## src/hw/rtl/uwe_pkg.sv

```systemverilog
`default_nettype none
// ----------------------------------------------------------------------------
// uwe_pkg
// Shared constants, types and helper functions of the unique word extractor.
// ----------------------------------------------------------------------------
package uwe_pkg;

	localparam int WORD_LEN    = 256;
	localparam int TABLE_WORDS = 8192;
	localparam int TITLE_MAX   = 1024;
	localparam int MAX_RES     = 32;

	localparam int CHUNK_BYTES = 8;
	localparam int CHUNK_W     = 8 * CHUNK_BYTES;
	localparam int ROWS        = WORD_LEN / CHUNK_BYTES;
	localparam int ROW_W       = $clog2(ROWS);
	localparam int LEN_W       = $clog2(WORD_LEN);
	localparam int IDX_W       = $clog2(TABLE_WORDS);
	localparam int CNT_W       = IDX_W + 1;
	localparam int TITLE_W     = $clog2(TITLE_MAX);
	localparam int RES_W       = $clog2(MAX_RES + 1);
	localparam int STORE_ROWS  = TABLE_WORDS * ROWS;
	localparam int NB_W        = 4;

	localparam logic [7:0] BYTE_APOS = 8'h27;
	localparam logic [7:0] BYTE_NL   = 8'h0A;
	localparam logic [7:0] UTF_LEAD  = 8'hE2;
	localparam logic [7:0] UTF_MID   = 8'h80;
	localparam logic [7:0] UTF_END   = 8'h99;

	localparam logic KIND_TITLE = 1'b0;
	localparam logic KIND_WORD  = 1'b1;

	typedef struct packed {
		logic               kind;
		logic [CHUNK_W-1:0] chunk;
		logic [NB_W-1:0]    nbytes;
		logic [IDX_W-1:0]   idx;
	} emit_req_t;

	typedef struct packed {
		logic             wr;
		logic [7:0]       ch;
		logic             clear;
		logic [ROW_W-1:0] row;
	} wb_cmd_t;

	typedef struct packed {
		logic             nonempty;
		logic [LEN_W-1:0] wlen;
	} wb_stat_t;

	typedef struct packed {
		logic [IDX_W-1:0]   idx;
		logic [ROW_W-1:0]   row;
		logic               row_we;
		logic [CHUNK_W-1:0] row_data;
		logic               len_we;
		logic [LEN_W-1:0]   len;
	} tbl_req_t;

	function automatic logic is_word_char(input logic [7:0] c);
		return (c >= 8'h41 && c <= 8'h5A) || (c >= 8'h61 && c <= 8'h7A) ||
			(c >= 8'h30 && c <= 8'h39) || c == BYTE_APOS;
	endfunction

	function automatic logic [7:0] to_lower(input logic [7:0] c);
		return (c >= 8'h41 && c <= 8'h5A) ? (c | 8'h20) : c;
	endfunction

	function automatic logic [CHUNK_W-1:0] byte_mask(input logic [NB_W-1:0] n);
		logic [CHUNK_W-1:0] m;
		m = '0;
		for (int k = 0; k < CHUNK_BYTES; k++) begin
			if (NB_W'(k) < n) begin
				m[8*k +: 8] = 8'hFF;
			end
		end
		return m;
	endfunction

endpackage
`default_nettype wire

```

## src/hw/rtl/uwe_emit.sv

```systemverilog
`default_nettype none
// ----------------------------------------------------------------------------
// uwe_emit
// Output stage: holds one result back so the last one of a run can be marked,
// caps the results of a run and drives the registered output channel.
// ----------------------------------------------------------------------------
module uwe_emit (
	input  wire logic                      clk,
	input  wire logic                      arst_n,
	input  wire logic                      emit_v,
	input  wire uwe_pkg::emit_req_t        emit_req,
	output logic                           emit_ready,
	input  wire logic                      flush,
	output logic                           flush_ready,
	output logic                           out_valid,
	input  wire logic                      out_stall,
	output logic                           kind,
	output logic [uwe_pkg::CHUNK_W-1:0]    chunk,
	output logic [uwe_pkg::NB_W-1:0]       chunk_bytes,
	output logic [uwe_pkg::IDX_W-1:0]      word_index,
	output logic                           last_of_run
);
	import uwe_pkg::*;

	logic            out_v_q;
	logic            last_q;
	emit_req_t       out_q;
	logic            held_v_q;
	emit_req_t       held_q;
	logic [RES_W-1:0] res_cnt_q;
	logic            out_free;
	logic            drop;
	logic            push;
	logic            move;

	assign out_free    = !out_v_q || !out_stall;
	assign drop        = (res_cnt_q == RES_W'(MAX_RES));
	assign emit_ready  = drop || !held_v_q || out_free;
	assign flush_ready = !held_v_q || out_free;
	assign push        = emit_v && !drop && (!held_v_q || out_free);
	// held result goes out when a newer one replaces it or the run closes
	assign move        = held_v_q && out_free && ((emit_v && !drop) || flush);

	always_ff @(posedge clk or negedge arst_n) begin
		if (!arst_n) begin
			out_v_q   <= 1'b0;
			held_v_q  <= 1'b0;
			res_cnt_q <= '0;
		end else begin
			if (move) begin
				out_v_q <= 1'b1;
			end else if (out_v_q && !out_stall) begin
				out_v_q <= 1'b0;
			end
			if (push) begin
				held_v_q <= 1'b1;
			end else if (flush && move) begin
				held_v_q <= 1'b0;
			end
			if (flush && flush_ready) begin
				res_cnt_q <= '0;
			end else if (emit_v && emit_ready && !drop) begin
				res_cnt_q <= res_cnt_q + 1'b1;
			end
		end
	end

	always_ff @(posedge clk) begin
		if (move) begin
			out_q  <= held_q;
			last_q <= flush && !(emit_v && !drop);
		end
		if (push) begin
			held_q <= emit_req;
		end
	end

	assign out_valid   = out_v_q;
	assign kind        = out_q.kind;
	assign chunk       = out_q.chunk;
	assign chunk_bytes = out_q.nbytes;
	assign word_index  = out_q.idx;
	assign last_of_run = last_q;

endmodule
`default_nettype wire

```

## config.mk

```make
export PLATFORM = sky130hd
export DESIGN_NAME = uwe_emit
export DESIGN_NICKNAME = d
export VERILOG_FILES = /design/src/hw/rtl/uwe_pkg.sv /design/src/hw/rtl/uwe_emit.sv
export SDC_FILE = /design/constraint.sdc
export NUM_CORES = 1
export LEC_CHECK = 0
export ABC_AREA = 1
export BUFFER_PORTS_ARGS = -buffer_cell sky130_fd_sc_hd__buf_2
export CELL_PAD_IN_SITES_DETAIL_PLACEMENT = 1
export CELL_PAD_IN_SITES_GLOBAL_PLACEMENT = 1
export CORE_UTILIZATION = 42
export DETAILED_ROUTE_END_ITERATION = 8
export PLACE_DENSITY = 0.8
export SYNTH_ARGS = -nofsm -noshare
export SYNTH_HDL_FRONTEND = slang
export SYNTH_SLANG_ARGS = --single-unit
export TNS_END_PERCENT = 20
```

## constraint.sdc

```tcl
create_clock -name clk -period 6.6 [get_ports clk]
set_input_delay 0.33 -clock clk [delete_from_list [all_inputs] [get_ports clk]]
set_output_delay 0.33 -clock clk [all_outputs]
set_load 0.01 [all_outputs]
```

==> flow_summary.html <==
<table>
<tr><th>Metric</th><th>Value</th></tr>
<tr><th colspan="2">Worst hold path</th></tr>
<tr><td>Class of the most critical hold timing path</td><td>in2reg</td></tr>
<tr><th colspan="2">Power</th></tr>
<tr><td>Clock power share</td><td>0.401</td></tr>
<tr><td>Switching share of power</td><td>0.209</td></tr>
<tr><td>Share of power burned in combinational logic</td><td>0.062</td></tr>
<tr><td>Internal power</td><td>1960 uW</td></tr>
<tr><td>Power density normalized to cell area</td><td>345 nW/um^2</td></tr>
<tr><td>Switching pwr</td><td>517 uW</td></tr>
<tr><td>Relative contribution of sequential cells to total power</td><td>0.538</td></tr>
<tr><td>Maximum VDD drop</td><td>0.000162 V</td></tr>
<tr><td>Leakage power summed over all cells</td><td>0.00281 uW</td></tr>
<tr><th colspan="2">Synthesis</th></tr>
<tr><td>Synth Instances</td><td>229</td></tr>
<tr><td>Dominant combinational cell family by area after synthesis</td><td>simple AND/OR/NAND/NOR gates</td></tr>
<tr><td>Avg Cell Area, Syn</td><td>23.9 um^2</td></tr>
<tr><td>Synth warn</td><td>0</td></tr>
<tr><td>Synth Area in Simple Gates</td><td>0.0389</td></tr>
<tr><td>Mux contribution to synthesized area</td><td>0</td></tr>
<tr><td>Flop and latch count out of synthesis</td><td>173</td></tr>
<tr><td>Synthesized-area fraction occupied by adder cells</td><td>0.00458</td></tr>
<tr><td>Portion of the post-synthesis area used by sequential elements</td><td>0.943</td></tr>
<tr><td>Number of distinct library cell variants in the gate-level netlist after synthesis</td><td>21</td></tr>
<tr><td>Nets in the synthesized netlist</td><td>318</td></tr>
<tr><td>Summed instance area of the synthesized netlist</td><td>5470 um^2</td></tr>
<tr><td>Synth Area in Compound Gates</td><td>0.00275</td></tr>
<tr><td>Synthesized-area fraction occupied by xor and xnor cells</td><td>0.00480</td></tr>
<tr><th colspan="2">Layout</th></tr>
<tr><td>Share of post-route cells with drive strength above 1</td><td>0.488</td></tr>
<tr><td>Antenna diodes</td><td>0</td></tr>
<tr><td>Fill cells</td><td>1,190</td></tr>
<tr><td>Synthesis-to-finish area growth</td><td>31.1%</td></tr>
<tr><td>Total Nets Final</td><td>511</td></tr>
<tr><td>Cell Count, Final, Fillers Out</td><td>606</td></tr>
<tr><th colspan="2">STA</th></tr>
<tr><td>Aggregate negative setup slack</td><td>0 ns</td></tr>
<tr><td>Portion of the clock cycle consumed by the worst path in the final layout</td><td>0.469</td></tr>
<tr><td>Unrepaired setup endpoints after global routing</td><td>false</td></tr>
<tr><td>Number of max-slew violations in the final report</td><td>0</td></tr>
<tr><td>Time the worst path needs with I/O delays and setup</td><td>3.10 ns</td></tr>
<tr><td>Worst clock skew on the final layout</td><td>0.00900 ns</td></tr>
<tr><td>Worst slew margin</td><td>0.246</td></tr>
<tr><td>Final Hold Viols</td><td>0</td></tr>
<tr><td>Number of endpoints failing setup at the final stage</td><td>0</td></tr>
<tr><td>Highest clock rate</td><td>323 MHz</td></tr>
<tr><td>Slew at the pin closest to its max-slew limit</td><td>1.13 ns</td></tr>
<tr><td>Post-route worst hold slack</td><td>0.0893 ns</td></tr>
<tr><th colspan="2">Drt</th></tr>
<tr><td>Wirelength per Cell</td><td>16.6 um</td></tr>
<tr><td>Routed via count</td><td>2,716</td></tr>
<tr><td>Number of nets still failing antenna checks after routing</td><td>0</td></tr>
<tr><td>First-pass DRT Iterations</td><td>4</td></tr>
<tr><td>Number of design-rule violations left by the first detailed-router iteration</td><td>170</td></tr>
<tr><td>Vias per inst</td><td>4.48</td></tr>
<tr><td>DRC viols</td><td>0</td></tr>
<tr><td>Detailed-route wire length</td><td>10.1 mm</td></tr>
<tr><th colspan="2">Clock tree</th></tr>
<tr><td>Root buffer cell</td><td>clkbuf_16</td></tr>
<tr><td>Clock latency of the later-clocked register in the worst-skew pair</td><td>0.41 ns</td></tr>
<tr><td>Largest buffer count on any clock path</td><td>2</td></tr>
<tr><td>Cts repair resizes</td><td>0</td></tr>
<tr><td>Sinks on the clock net</td><td>173</td></tr>
<tr><td>Clock slew seen by the registers of the worst setup and hold paths</td><td>0.07 ns</td></tr>
<tr><td>CTS tree</td><td>done</td></tr>
<tr><td>H-tree lvl count</td><td>4</td></tr>
<tr><td>CTS buffer count</td><td>17</td></tr>
<tr><th colspan="2">Worst setup path</th></tr>
<tr><td>Critical-path cell with the highest stage delay</td><td>nor2_4</td></tr>
<tr><td>Data required time of the critical path</td><td>6.65 ns</td></tr>
<tr><td>Maximum net fanout on the critical path</td><td>44</td></tr>
<tr><td>Crit start category</td><td>register</td></tr>
<tr><td>CP max stage delay</td><td>0.86 ns</td></tr>
<tr><td>Most repeated library cell on the critical path</td><td>nand2_1</td></tr>
<tr><td>Crit path capture type</td><td>register</td></tr>
<tr><td>Cells along the critical path</td><td>inv_1 &gt; ha_1 &gt; nand2_1 &gt; inv_1 &gt; nand3_4 &gt; nand2_4 &gt; nand2_1 &gt; nand2_1 &gt; nor2_4 &gt; buf_4</td></tr>
<tr><td>Category of the most critical setup path</td><td>reg2reg</td></tr>
<tr><td>Worst Path Arrival</td><td>3.14 ns</td></tr>
<tr><th colspan="2">Floorplanning</th></tr>
<tr><td>Number of primary I/O pins</td><td>173</td></tr>
<tr><td>Overall die area</td><td>13,500 um^2</td></tr>
<tr><td>Row cnt</td><td>41</td></tr>
<tr><td>Initial Util</td><td>0.432</td></tr>
<tr><td>Die height</td><td>116 um</td></tr>
<tr><td>Width of the chip</td><td>116 um</td></tr>
<tr><td>Area of the core</td><td>12,700 um^2</td></tr>
<tr><th colspan="2">Place</th></tr>
<tr><td>Cell count after placement</td><td>574</td></tr>
<tr><td>IO Port Bufs</td><td>172</td></tr>
<tr><td>HPWL reported at the end of detailed placement</td><td>7.11 mm</td></tr>
<tr><td>Final weighted congestion in routability-driven placement</td><td>0.722</td></tr>
<tr><th colspan="2">Global route</th></tr>
<tr><td>Overall routing resource usage</td><td>0.155</td></tr>
<tr><td>Residual overflow from global routing</td><td>0</td></tr>
<tr><td>Pin count of the biggest net entering global routing</td><td>88</td></tr>
<tr><td>First-pass GRT wire length</td><td>14.6 mm</td></tr>
<tr><td>Via count of the first global-routing pass</td><td>2,777</td></tr>
<tr><td>Number of antenna violations at the first check in global routing</td><td>0</td></tr>
<tr><th colspan="2">Run</th></tr>
<tr><td>Reported max-cap violation count</td><td>0</td></tr>
<tr><th colspan="2">Status</th></tr>
<tr><td>Outcome</td><td>finished clean</td></tr>
</table>
-- critical path, delay by kind of cell, from the launching register on --
| family | cells | cell delay, ns |
|---|---|---|
| adder cells (fa/ha/maj) | 1 | 0.21 |
| buffers and inverters | 3 | 0.78 |
| flip-flops | 1 | 0.41 |
| AND/OR/NAND/NOR | 6 | 1.29 |
-- layer usage --
metal / GRT usage / wire, um
met1: 0.165 / 3800
met2: 0.278 / 5530
met3: 0.0451 / 528
met4: 0.0838 / 228
met5: 0 / 0
-- cells by family after synthesis --
logic type               count (synthesis)
adder cells (fa/ha/maj)                  2
AND/OR/NAND/NOR                         39
flip-flops                             173
AO/OA/AOI/OAI                            3
XOR/XNOR                                 3
buffers and inverters                    9
-- area by class of cell --
| type | count | area, um^2 | share of cell area |
|---|---|---|---|
| Tap cell | 172 | 215 | 0.0300 |
| Clock buffer | 18 | 429 | 0.0599 |
| Timing Repair Buffer | 175 | 886 | 0.124 |
| Sequential cell | 173 | 5150 | 0.719 |
| Inverter | 8 | 30.0 | 0.00419 |
| Multi-Input combinational cell | 47 | 287 | 0.0400 |
| Clock inverter | 13 | 168 | 0.0234 |
-- repair_timing --
action / CTS / global route
endpoints found under the hold margin: 8 / 0
setup endpoints to repair: 0 / 0
hold buffers: 1 / 0
buffers inserted: 0 / 0
-- registers in the layout (all words and copies together) (netlist names) --
signal / flops
kind: 1
res_cnt_q: 6
chunk: 64
last_of_run: 1
chunk_bytes: 4
word_index: 13
held_q: 82
out_valid: 1
held_v_q: 1
-- synth_stat cells --
| cell type | n | area share |
|---|---|---|
| ha_1 | 2 | 0.0046 |
| dfrtp_1 | 8 | 0.037 |
| nor2_2 | 1 | 0.0011 |
| inv_1 | 7 | 0.0048 |
| nand2_1 | 15 | 0.010 |
| buf_2 | 1 | 0.00091 |
| nand2_4 | 1 | 0.0021 |
| nand2_2 | 1 | 0.0011 |
| nand3_1 | 13 | 0.012 |
| edfxtp_1 | 165 | 0.91 |
| a21oi_1 | 1 | 0.00091 |
| nor2_1 | 4 | 0.0027 |
| nand3_4 | 1 | 0.0032 |
| nor3_1 | 1 | 0.00091 |
| o21ai_0 | 1 | 0.00091 |
| xnor2_1 | 1 | 0.0016 |
| xor2_1 | 2 | 0.0032 |
| nor2_8 | 1 | 0.0037 |
| o21ai_1 | 1 | 0.00091 |
| nand3_2 | 1 | 0.0018 |
| inv_2 | 1 | 0.00069 |
-- through the flow --
stage | setup slack, ns | cell area, um^2 | power [uW] | util
after floorplan | 1.63 | 5470 | 1420 | -
after global placement | 3.72 | 6560 | 1500 | 0.518
after detailed placement | 3.46 | 6560 | 1510 | 0.518
after CTS | 3.44 | 7170 | 2500 | 0.566
after global routing | 3.27 | 7170 | 2550 | 0.566
final | 3.50 | 7170 | 2470 | 0.566
-- cells in the final DEF (no fill, tap or decap), types with 2 or more instances in the layout --
| cell | instances |
|---|---|
| ha_1 | 2 |
| nand2_1 | 15 |
| inv_1 | 7 |
| xor2_1 | 2 |
| nand3_1 | 13 |
| clkbuf_16 | 17 |
| buf_2 | 172 |
| bufinv_16 | 3 |
| buf_4 | 2 |
| edfxtp_1 | 165 |
| clkinvlp_4 | 7 |
| dfrtp_1 | 8 |
| nor2_1 | 3 |
-- worst paths after layout --
path	start	end	slack, ns	depth (start not counted)
max	res_cnt_q[0]	chunk[11]	3.50	10
min	emit_req[39]	held_q[39]	0.09	1
max reg2reg	res_cnt_q[0]	chunk[11]	3.50	10
min reg2reg	held_q[45]	chunk[28]	0.42	0
max in group asynchronous	arst_n	res_cnt_q[5]	6.13	2
min in group asynchronous	arst_n	res_cnt_q[3]	0.29	2
-- power by group through the flow --
stage	clock (uW)	sequential (uW)	combinational, uW
after floorplan	0	1380	42.0
after global placement	0	1350	149
after detailed placement	0	1350	155
after CTS	1010	1330	156
after global routing	1050	1340	169
final	990	1330	152
No activity file was read; power rests on OpenSTA's default activity.
